**src/hdl/iqdc_pkg.sv**
```systemverilog
`timescale 1ns / 1ps
package iqdc_pkg;

	localparam int SAMPLE_RATE     = 2048000;
	localparam int SINE_TABLE_BITS = 10;
	localparam int TAB_N           = 1 << SINE_TABLE_BITS;
	localparam int IDX_W           = SINE_TABLE_BITS + 2;
	localparam int PHASE_W         = 21;
	localparam int FRAC_BITS       = 24;
	localparam int MEAN_W          = 40;
	localparam int ACC_W           = 42;
	localparam int RECIP_SH        = 32;
	// Scaled reciprocal of the sample rate, rounded up, for the phase to index map.
	localparam longint unsigned RECIP_M =
		((64'd1 << (RECIP_SH + IDX_W)) + SAMPLE_RATE - 1) / SAMPLE_RATE;
	localparam int RECIP_W = $clog2(RECIP_M + 1);

	localparam logic [1:0] REG_DC_ENABLE   = 2'd0;
	localparam logic [1:0] REG_DC_SHIFT    = 2'd1;
	localparam logic [1:0] REG_LEVEL_SHIFT = 2'd2;

	typedef struct packed {
		logic       en;
		logic [4:0] dsh;
		logic [4:0] lsh;
	} cfg_t;

	typedef struct packed {
		logic signed [15:0]   vi;
		logic signed [15:0]   vq;
		logic [PHASE_W-1:0]   phase;
		logic                 clr;
	} item_t;

	typedef logic [14:0] rom_t [0:TAB_N];

	function automatic logic [4:0] clamp_shift(input logic [4:0] v);
		logic [4:0] r;
		r = v;
		if (v < 5'd1) r = 5'd1;
		if (v > 5'd24) r = 5'd24;
		return r;
	endfunction

	// Quarter-wave sine table built at elaboration by a truncating Q30 series.
	function automatic rom_t build_rom();
		rom_t rom;
		logic [63:0] x;
		logic [63:0] x2;
		logic [63:0] t;
		logic [63:0] s;
		logic [63:0] r;
		for (int k = 0; k <= TAB_N; k++) begin
			x = (64'(k) * 64'd1686629713) >> SINE_TABLE_BITS;
			x2 = (x * x) >> 30;
			t = 64'd1 << 30;
			t = (64'd1 << 30) - (((x2 * t) >> 30) / 64'd110);
			t = (64'd1 << 30) - (((x2 * t) >> 30) / 64'd72);
			t = (64'd1 << 30) - (((x2 * t) >> 30) / 64'd42);
			t = (64'd1 << 30) - (((x2 * t) >> 30) / 64'd20);
			t = (64'd1 << 30) - (((x2 * t) >> 30) / 64'd6);
			s = (x * t) >> 30;
			r = (s * 64'd32767 + (64'd1 << 29)) >> 30;
			if (r > 64'd32767) r = 64'd32767;
			rom[k] = r[14:0];
		end
		return rom;
	endfunction

endpackage

```
**src/hdl/iqdc_fifo.sv**
```systemverilog
`timescale 1ns / 1ps
module iqdc_fifo (
	input  logic             clk,
	input  logic             arst_n,
	input  logic             push,
	input  iqdc_pkg::item_t  push_item,
	output logic             full,
	input  logic             pop,
	output logic             not_empty,
	output iqdc_pkg::item_t  pop_item
);
	import iqdc_pkg::*;

	item_t       mem_q [0:1];
	logic        wr_q, rd_q;
	logic [1:0]  count_q;

	assign full = (count_q == 2'd2);
	assign not_empty = (count_q != 2'd0);
	assign pop_item = mem_q[rd_q];

	always_ff @(posedge clk) begin
		if (push) mem_q[wr_q] <= push_item;
	end

	always_ff @(posedge clk or negedge arst_n) begin
		if (!arst_n) begin
			wr_q <= 1'b0;
			rd_q <= 1'b0;
			count_q <= 2'd0;
		end else begin
			if (push) wr_q <= ~wr_q;
			if (pop) rd_q <= ~rd_q;
			count_q <= count_q + 2'(push) - 2'(pop);
		end
	end

endmodule

```
**config.mk**
```make
export PLATFORM = sky130hd
export DESIGN_NAME = iqdc_fifo
export DESIGN_NICKNAME = d
export VERILOG_FILES = /design/src/hdl/iqdc_pkg.sv /design/src/hdl/iqdc_fifo.sv
export SDC_FILE = /design/constraint.sdc
export NUM_CORES = 1
export LEC_CHECK = 0
export BUFFER_PORTS_ARGS = -buffer_cell sky130_fd_sc_hd__buf_2
export CAP_MARGIN = 20
export CORE_ASPECT_RATIO = 1.4
export CORE_MARGIN = 4
export CORE_UTILIZATION = 52
export CTS_CLUSTER_SIZE = 20
export DETAILED_ROUTE_END_ITERATION = 8
export PLACE_DENSITY_LB_ADDON = 0.08
export REMOVE_ABC_BUFFERS = 1
export SYNTH_ARGS = -nofsm -noshare
export SYNTH_HDL_FRONTEND = slang
export SYNTH_SLANG_ARGS = --single-unit
```
**constraint.sdc**
```tcl
create_clock -name clk -period 3.7 [get_ports clk]
set_clock_uncertainty 0.15 [all_clocks]
set_input_delay 0.185 -clock clk [delete_from_list [all_inputs] [get_ports clk]]
set_output_delay 0.185 -clock clk [all_outputs]
set_load 0.005 [all_outputs]
```
==> reports/qor_table.md <==
| Result | This run |
| --- | --- |
| Clock latency at the later pin of the worst-skew pair | 340 ps |
| Cells taking the most area after synthesis | edfxtp_1, mux2_4, buf_12, dfrtp_1, mux2_2 |
| Number of buffers added by the clock tree synthesis step | 9 |
| Crit share post-route | 0.647 |
| Standard cell core area | 8150 µm² |
| Width of the chip | 85.3 µm |
| Remaining global-route overflow | 0 |
| CP endpoint kind | primary output |
| Setup Crit Path Kind | reg -> out |
| Total of max-cap violations | 0 |
| Worst-path maximum fanout | 55 |
| Number of iterations in the first detailed-routing pass | 4 |
| Yosys top cell by area | edfxtp_1 |
| Number of register bits inferred by synthesis | 112 |
| Peak clock frequency supported by timing | 418 MHz |
| Number of port buffers | 113 |
| Result of the run | finished clean |
| Top-level port count | 114 |
| Resized cells post-CTS | 0 |
| Clock-pin slew on the worst setup and hold paths | 60 ps |
| Slew @ Worst Pin | 1040 ps |
| Layout overhead on the synthesized area | 33.6% |
| Maximum number of pins on one net before global-route repair | 56 |
| Final setup TNS | 0 ps |
| Via count of the first global-routing pass | 2,316 |
| Setup repair after global routing missed its margin | no |
| ANT nets after route | 0 |
| Unique cell type count in the Yosys netlist | 13 |
| Via count of the routed design | 2,238 |
| Residual DRC count | 0 |
| Count of standard-cell rows | 39 |
| Time the worst path needs with I/O delays and setup | 2390 ps |
| Static power due to leakage | 2.38 nW |
| Vert. Die Dim | 116 µm |
| Max-slew violations | 0 |
| Clock tree from TritonCTS | yes |
| Areal power density over the cells | 672 nW/µm² |
| Clk buf depth | 2 |
| Final wirelength | 7.56 mm |
| Warnings, synthesis | 0 |
| Post-CTS Hold Buffers | 57 |
| Clock root buffer | clkbuf_16 |
| H-Tree Level Count | 3 |
| Total routing usage reported by global routing | 0.157 |
| Arrival time of data at the critical path endpoint | 2060 ps |
| Placed inst area | 4950 µm² |
| Tightest slew margin relative to the limit | 0.310 |
| Leading cell type in the layout, fill and taps excluded | buf_2 |
| Class of the worst hold path | in -> async |
| Number of sinks on the clock net | 112 |
| Peak supply drop | 0.000640 V |
| Worst-path cell with the longest stage delay | dfrtp_4 |
| Initial antenna violation count | 0 |
| Filler cell count | 545 |
| Final layout net count | 420 |
| Drt first-iter violations | 135 |
| Avg Inst Size Synth | 23.7 µm² |
| Worst Path Required | 3370 ps |
| Share of the yosys chip area belonging to registers | 0.769 |
| Critical path, cell by cell | mux2_2, buf_2 |
| Number of cells traversed by the worst register-to-register path | 2 |
| Top library cells by usage in the layout, fill and taps aside | buf_2, edfxtp_1, dlygate4sd3_1 |
| Post-route standard cell area excluding fillers | 5810 µm² |
| N_diodes | 0 |
| Cells after Synth | 183 |
| Setup Buffers After CTS | 0 |
| Slowest cell delay on critical path | 1090 ps |
| Number of endpoints with negative hold slack in the final report | 0 |
| Type of origin of the critical path | flip-flop |
| Placer Congestion | 0.695 |
| Die ar. | 9900 µm² |
| Avg Vias per Cell | 4.79 |
| Initial core utilization | 0.533 |
| Ratio of cells with drive above 1 in the final layout | 0.507 |
| Netlist area before placement | 4350 µm² |
| Drt wl/cell | 16.2 µm |
| Final count of negative-setup-slack endpoints | 0 |
| Power Total | 0.00390 W |
| First-pass GRT wire length | 11.5 mm |
| Share of the synthesized area in the top cell type | 0.746 |
==> state kept, by name, summed over array words and instances (netlist names) <==
signal and cells:
count_q 2, rd_q 1, wr_q 1, mem_q 108
==> path summary, 6_finish.rpt <==
check                                 start                     end  slack, ps
setup / recovery           rd_q$_DFFE_PN0P_             pop_item[2]       1310
hold / removal                       arst_n    count_q[0]$_DFF_PN0_         30
setup reg to reg           wr_q$_DFFE_PN0P_  mem_q[1][45]$_DFFE_PP_       1690
hold reg to reg            wr_q$_DFFE_PN0P_        wr_q$_DFFE_PN0P_        400
max in group asynchronous            arst_n        rd_q$_DFFE_PN0P_       3230
min in group clk           wr_q$_DFFE_PN0P_        wr_q$_DFFE_PN0P_        400
==> final cells by class <==
| type | instances | area, µm² | share of cell area |
|---|---|---|---|
| multi-input cells | 63 | 892 | 0.154 |
| clock buffers | 11 | 233 | 0.0401 |
| clock inverters | 5 | 47.5 | 0.00819 |
| well taps | 102 | 128 | 0.0220 |
| inverters | 2 | 7.51 | 0.00129 |
| repair buffers | 172 | 1150 | 0.198 |
| flip-flops and latches | 112 | 3350 | 0.577 |
==> through the flow <==
| step | cells | util | setup slack [ps] | hold WS, ps |
|---|---|---|---|---|
| after floorplan | 177 | - | 270 | -261 |
| after global placement | 394 | 0.608 | 1690 | -155 |
| after global routing | 467 | 0.712 | 1230 | 45.6 |
| after detailed placement | 394 | 0.608 | 1680 | -153 |
| after CTS | 467 | 0.712 | 1330 | 23.1 |
| final | 467 | 0.712 | 1310 | 31.6 |
==> synth_stat cells <==
cell and number:
nor2b_1 2, edfxtp_1 108, or2_2 1, buf_6 1, ha_1 2, mux2_4 49
inv_1 2, buf_12 5, and2_1 1, dfrtp_1 4, xor2_1 2, mux2_2 5
xor3_1 1
==> critical path, delay by kind of cell (launching register included) <==
family	cells	cell delay, ps
flops	1	1090
buf+inv	1	140
mux	1	430
==> metal layers <==
layer	up-vias	routed length, µm	part of all wire	GRT usage
li1	1069	-	-	-
met1	1087	2860	0.38	0.176
met2	72	4180	0.55	0.278
met3	10	332	0.044	0.0289
met4	0	184	0.024	0.0950
met5	-	0	0	0
==> report_power, final <==
group          internal, W  switching (W)
combinational     0.000696       0.000377
sequential         0.00169       0.000232
clock             0.000518       0.000390
total              0.00290       0.000999
==> cells by family (layout without fill, tap and decap cells) <==
| logic type | count (synthesis) | count (layout) | share of synthesized area |
|---|---|---|---|
| DFF | 112 | 112 | 0.769 |
| muxes | 54 | 54 | 0.182 |
| buffers and inverters | 8 | 190 | 0.0274 |
| and+or+nand+nor | 4 | 4 | 0.00576 |
| xor gates and xnor gates | 3 | 3 | 0.00950 |
| adders and majority gates | 2 | 2 | 0.00576 |
(Power assumes the default switching activity.)
