## src/hdl/iqdc_pkg.sv

```systemverilog
`timescale 1ns / 1ps
package iqdc_pkg;

	localparam int SAMPLE_RATE     = 2048000;
	localparam int SINE_TABLE_BITS = 10;
	localparam int TAB_N           = 1 << SINE_TABLE_BITS;
	localparam int IDX_W           = SINE_TABLE_BITS + 2;
	localparam int PHASE_W         = 21;
	localparam int FRAC_BITS       = 24;
	localparam int MEAN_W          = 40;
	localparam int ACC_W           = 42;
	localparam int RECIP_SH        = 32;
	// Scaled reciprocal of the sample rate, rounded up, for the phase to index map.
	localparam longint unsigned RECIP_M =
		((64'd1 << (RECIP_SH + IDX_W)) + SAMPLE_RATE - 1) / SAMPLE_RATE;
	localparam int RECIP_W = $clog2(RECIP_M + 1);

	localparam logic [1:0] REG_DC_ENABLE   = 2'd0;
	localparam logic [1:0] REG_DC_SHIFT    = 2'd1;
	localparam logic [1:0] REG_LEVEL_SHIFT = 2'd2;

	typedef struct packed {
		logic       en;
		logic [4:0] dsh;
		logic [4:0] lsh;
	} cfg_t;

	typedef struct packed {
		logic signed [15:0]   vi;
		logic signed [15:0]   vq;
		logic [PHASE_W-1:0]   phase;
		logic                 clr;
	} item_t;

	typedef logic [14:0] rom_t [0:TAB_N];

	function automatic logic [4:0] clamp_shift(input logic [4:0] v);
		logic [4:0] r;
		r = v;
		if (v < 5'd1) r = 5'd1;
		if (v > 5'd24) r = 5'd24;
		return r;
	endfunction

	// Quarter-wave sine table built at elaboration by a truncating Q30 series.
	function automatic rom_t build_rom();
		rom_t rom;
		logic [63:0] x;
		logic [63:0] x2;
		logic [63:0] t;
		logic [63:0] s;
		logic [63:0] r;
		for (int k = 0; k <= TAB_N; k++) begin
			x = (64'(k) * 64'd1686629713) >> SINE_TABLE_BITS;
			x2 = (x * x) >> 30;
			t = 64'd1 << 30;
			t = (64'd1 << 30) - (((x2 * t) >> 30) / 64'd110);
			t = (64'd1 << 30) - (((x2 * t) >> 30) / 64'd72);
			t = (64'd1 << 30) - (((x2 * t) >> 30) / 64'd42);
			t = (64'd1 << 30) - (((x2 * t) >> 30) / 64'd20);
			t = (64'd1 << 30) - (((x2 * t) >> 30) / 64'd6);
			s = (x * t) >> 30;
			r = (s * 64'd32767 + (64'd1 << 29)) >> 30;
			if (r > 64'd32767) r = 64'd32767;
			rom[k] = r[14:0];
		end
		return rom;
	endfunction

endpackage

```

## src/hdl/iqdc_front.sv

```systemverilog
`timescale 1ns / 1ps
module iqdc_front (
	input  logic                   clk,
	input  logic                   arst_n,
	input  logic                   in_valid,
	output logic                   in_ready,
	input  logic signed [15:0]     sample_i,
	input  logic signed [15:0]     sample_q,
	input  logic signed [20:0]     freq_offset_hz,
	input  logic                   clear_peak,
	input  iqdc_pkg::cfg_t         cfg,
	input  logic                   mean_clr,
	input  logic                   full,
	output logic                   push,
	output iqdc_pkg::item_t        push_item
);
	import iqdc_pkg::*;

	typedef enum logic [1:0] {F_IDLE, F_MEAN, F_CORR} fstate_t;

	fstate_t                   state_q;
	logic signed [15:0]        xi_q, xq_q;
	logic signed [20:0]        off_q;
	logic                      clr_q;
	logic signed [MEAN_W-1:0]  mean_i_q, mean_q_q;
	logic [PHASE_W-1:0]        phase_q;

	logic [4:0]                dsh;
	logic signed [MEAN_W:0]    di, dq;
	logic signed [22:0]        pd;
	logic signed [16:0]        ci, cq;
	logic signed [15:0]        vi, vq;

	always_comb begin
		dsh = clamp_shift(cfg.dsh);
		di = $signed({xi_q[15], xi_q, 24'd0}) - $signed({mean_i_q[MEAN_W-1], mean_i_q});
		dq = $signed({xq_q[15], xq_q, 24'd0}) - $signed({mean_q_q[MEAN_W-1], mean_q_q});
		di = di >>> dsh;
		dq = dq >>> dsh;
		pd = $signed({2'b00, phase_q}) - $signed({{2{off_q[20]}}, off_q});
		if (pd < 0) begin
			pd = pd + 23'(SAMPLE_RATE);
		end else if (pd >= 23'(SAMPLE_RATE)) begin
			pd = pd - 23'(SAMPLE_RATE);
		end
		ci = $signed({xi_q[15], xi_q}) - $signed({mean_i_q[MEAN_W-1], mean_i_q[MEAN_W-1 -: 16]});
		cq = $signed({xq_q[15], xq_q}) - $signed({mean_q_q[MEAN_W-1], mean_q_q[MEAN_W-1 -: 16]});
		vi = (ci > 17'sd32767) ? 16'sh7fff : (ci < -17'sd32768) ? 16'sh8000 : ci[15:0];
		vq = (cq > 17'sd32767) ? 16'sh7fff : (cq < -17'sd32768) ? 16'sh8000 : cq[15:0];
		if (!cfg.en) begin
			vi = xi_q;
			vq = xq_q;
		end
		push_item.vi = vi;
		push_item.vq = vq;
		push_item.phase = phase_q;
		push_item.clr = clr_q;
	end

	assign in_ready = (state_q == F_IDLE);
	assign push = (state_q == F_CORR) && !full;

	always_ff @(posedge clk or negedge arst_n) begin
		if (!arst_n) begin
			state_q <= F_IDLE;
			mean_i_q <= '0;
			mean_q_q <= '0;
			phase_q <= '0;
		end else begin
			if (mean_clr) begin
				mean_i_q <= '0;
				mean_q_q <= '0;
			end
			case (state_q)
				F_IDLE: begin
					if (in_valid) begin
						xi_q <= sample_i;
						xq_q <= sample_q;
						off_q <= freq_offset_hz;
						clr_q <= clear_peak;
						state_q <= F_MEAN;
					end
				end
				F_MEAN: begin
					if (cfg.en && !mean_clr) begin
						mean_i_q <= mean_i_q + di[MEAN_W-1:0];
						mean_q_q <= mean_q_q + dq[MEAN_W-1:0];
					end
					phase_q <= pd[PHASE_W-1:0];
					state_q <= F_CORR;
				end
				F_CORR: begin
					if (!full) state_q <= F_IDLE;
				end
				default: state_q <= F_IDLE;
			endcase
		end
	end

endmodule

```

## config.mk

```make
export PLATFORM = sky130hd
export DESIGN_NAME = iqdc_front
export DESIGN_NICKNAME = d
export VERILOG_FILES = /design/src/hdl/iqdc_pkg.sv /design/src/hdl/iqdc_front.sv
export SDC_FILE = /design/constraint.sdc
export NUM_CORES = 1
export LEC_CHECK = 0
export BUFFER_PORTS_ARGS = -buffer_cell sky130_fd_sc_hd__clkbuf_2
export CAP_MARGIN = 20
export CORE_ASPECT_RATIO = 0.5
export CORE_MARGIN = 2
export CORE_UTILIZATION = 30
export CTS_CLUSTER_DIAMETER = 40
export CTS_CLUSTER_SIZE = 12
export DETAILED_ROUTE_END_ITERATION = 10
export GPL_TIMING_DRIVEN = 0
export PLACE_DENSITY_LB_ADDON = 0.08
export SKIP_CTS_REPAIR_TIMING = 1
export SYNTH_ARGS = -nofsm -noshare
export SYNTH_HDL_FRONTEND = slang
export SYNTH_SLANG_ARGS = --single-unit
```

## constraint.sdc

```tcl
create_clock -name clk -period 14.55 [get_ports clk]
set_input_delay 3.6375 -clock clk [delete_from_list [all_inputs] [get_ports clk]]
set_output_delay 3.6375 -clock clk [all_outputs]
set_load 0.02 [all_outputs]
```

==> flow_metrics.tcl <==
set metrics [dict create \
    final_cell_mix "376 x nand2_1, 296 x a21oi_1, 268 x nor2_1, 176 x o21ai_0, 141 x ha_1" \
    startpoint_type "input pin" \
    fillers 7685 \
    drtIter0Drc 2348 \
    synth-main-ff-cell "dfrtp_1" \
    area_growth_pct 12.15 \
    cts_tree "built" \
    timing.setup.critical_path_class "in2reg" \
    drv_slew 0 \
    async_flop_share 0.6561 \
    setup_viol 0 \
    rows 69 \
    synth_area_sq_um 21340 \
    irDropWorstVdd_uv 111.3 \
    syn_area_per_cell_sq_um 7.377 \
    antenna_found_initial 2 \
    grt_pass1_wl_microns 150500 \
    clk_latency_ns 0.53 \
    tightest_slew_ns 1.282 \
    pwr-share-clk 0.108 \
    startpoint "cfg[6]" \
    synth_fp_nets 3108 \
    worstHoldPathType "reg2reg" \
    switchingPower_mw 2.778 \
    skew_ns 0.02070 \
    totalWireLength_microns 103700 \
    cp-endpoint "mean_i_q[36]" \
    num_io_pins 126 \
    ant_nets 0 \
    r2r_start "mean_i_q[8]" \
    max_freq_mhz 81.77 \
    rrSetupSlack_ns 5.52 \
    grt_pass1_vias 21630 \
    rsz0062_at_grt "false" \
    finalHoldViolCount 0 \
    clock-root-buffer "clkbuf_16" \
    min_path_cells 2 \
    yosys_warnings 0 \
    cp.arrival_ns 12.67 \
    syn_inst 2892 \
    dp_hpwl_microns 81270 \
    dieArea_sq_um 73400 \
    maxCapViolations 0 \
    use_met2 0.3957 \
    fin_crit_ns 12.23 \
    core_sq_um 70710 \
    ys_types 124 \
    use_met3 0.08581 \
    ys_ff_latch 157 \
    min_period_over_period 0.8405 \
    seqPwrFrac 0.128 \
    nets 3255 \
    grt_use_total 0.2789 \
    synth_edf_count 54 \
    worstSetupEndpointType "flip-flop" \
    ys_seq_area_frac 0.1968 \
    power.density_nw_per_um2 203.5 \
    clock-sinks 157 \
    final_common_cell "nand2_1" \
    grt_max_degree 63 \
    chipWidth_microns 381.1 \
    vias_per_cell 5.818 \
    port-buffer-count 118 \
    combPwrFrac 0.764 \
    gp_congestion 1.037 \
    cp_max_fo 10 \
    sw_frac_of_total 0.5706 \
    die_h_microns 192.6 \
    use_met1 0.4025 \
    fin_setup_tns_ns 0 \
    reg2regPathDepth 24 \
    drcViolationCount 0 \
    required_ns 15.00 \
    rr_endpoint "mean_i_q[36]" \
    htreeDepth 4 \
    final_layout_size_suffix_gt1_frac 0.1065 \
    firstDrtPassIters 6 \
    cts_buffers 17 \
    wl_per_cell_microns 25.85 \
    leakage_nw 10.27 \
    clkSlewWorstSetupHoldPaths_ns 0.08 \
    status "completed" \
    grt-ovfl-total 0 \
    register_area_sq_um 4199 \
    via_count 23340 \
    internal-power_mw 2.090 \
    initial_core_util 0.3017 \
    cts_buffer_depth 2 \
    multi_input_area_sq_um 15740 \
    power_mw 4.868 \
    max_slew_margin 0.1454 \
    busiest_layer "met1" \
]
==> per-stage QoR <==
stage / setup slack (ns) / utilization / cell area (sq um) / hold slack [ns] / instances
after global routing: 1.940 / 0.3384 / 23920 / 0.5720 / 4010
after floorplan: 5.757 / - / 21340 / 0.4984 / 2892
after detailed placement: 2.184 / 0.3293 / 23280 / 0.5028 / 3976
after CTS: 2.681 / 0.3381 / 23910 / 0.5270 / 4008
after global placement: 1.799 / 0.3271 / 23120 / 0.5087 / 3968
final: 2.321 / 0.3384 / 23930 / 0.5251 / 4011
==> layout make-up <==
type | instances | area share
plain buffers | 203 | 0.03650
multi-input cells | 2392 | 0.6578
inverters | 140 | 0.02196
diodes | 1 | 0.0001046
flip-flops and latches | 157 | 0.1755
well taps | 958 | 0.05010
clock buffers | 19 | 0.01940
repair buffers | 128 | 0.03185
clock inverters | 13 | 0.006798
==> logic make-up (layout without fill, tap and decap cells) <==
logic type,count (synthesis),in the layout,share of synthesized area
adders and majority gates,146,146,0.08738
AOI/OAI and AO/OA,988,988,0.3008
and+or+nand+nor,971,971,0.2128
xor gates and xnor gates,156,156,0.06510
DFF,157,157,0.1968
muxes,131,131,0.07155
other,0,1,0
buffers and inverters,343,503,0.06556
==> worst max-delay path: stages <==
cell      delay (ns)
clkbuf_2        0.17
nor3_1          0.74
o21ai_1         0.45
nand2_1         0.27
buf_2           0.45
buf_2           0.54
buf_1           0.85
o21ai_0         0.20
o22ai_1         0.39
a21oi_1         0.29
mux4_2          0.55
ha_1            0.25
fa_1            0.45
a211oi_1        0.23
nor2_1          0.13
o211ai_1        0.34
a211oi_1        0.16
a211oi_1        0.78
o31ai_1         0.40
o31ai_1         0.70
o21ai_0         0.25
xnor2_1         0.18
nand2_1         0.07
a21oi_1         0.17
==> synthesized netlist by cell type, drive strengths merged, types with 29 or more instances <==
cell | number | area (sq um)
a21o | 95 | 715.7
o211ai | 54 | 415.4
o22ai | 35 | 219.0
xnor2 | 104 | 933.4
clkbuf | 139 | 565.5
nor2 | 270 | 1023
mux2i | 92 | 937.1
edfxtp | 54 | 1622
xor2 | 52 | 455.4
a31oi | 42 | 262.8
buf | 64 | 307.8
o21ai | 197 | 997.2
a21oi | 299 | 1508
o21a | 29 | 219.0
inv | 139 | 521.8
nand2 | 377 | 1418
a211oi | 48 | 380.4
nand4 | 30 | 193.9
nand3 | 55 | 280.3
dfrtp | 103 | 2577
ha | 141 | 1764
nor3 | 61 | 342.8
==> routing by layer <==
metal | part of all wire | wire (microns)
met5 | 0.00019 | 20
met1 | 0.48 | 50180
met2 | 0.39 | 40940
met3 | 0.095 | 9844
met4 | 0.026 | 2692
==> registers in the layout, summed over array words and instances (netlist names) <==
| register | count |
|---|---|
| clr_q | 1 |
| mean_i_q | 40 |
| mean_q_q | 40 |
| off_q | 21 |
| phase_q | 21 |
| state_q | 2 |
| xi_q | 16 |
| xq_q | 16 |
==> power groups by stage <==
| stage | Combinational [mW] | Clock, mW | Sequential (mW) |
|---|---|---|---|
| floorplan | 2.51 | 0 | 0.639 |
| global placement | 3.59 | 0 | 0.637 |
| detailed placement | 3.60 | 0 | 0.634 |
| CTS | 3.62 | 0.539 | 0.626 |
| global route | 4.03 | 0.558 | 0.636 |
| finish | 3.72 | 0.525 | 0.625 |
==> worst min-delay path by stage <==
stage / slack, ns / end / start
finish: 0.53 / phase_q[3] / phase_q[3]
global route: 0.57 / phase_q[3] / phase_q[3]
CTS: 0.53 / phase_q[7] / phase_q[7]
detailed placement: 0.50 / phase_q[7] / phase_q[7]
global placement: 0.51 / phase_q[3] / phase_q[3]
floorplan: 0.50 / mean_q_q[33] / mean_q_q[33]
Power figures use the tool's default switching activity.
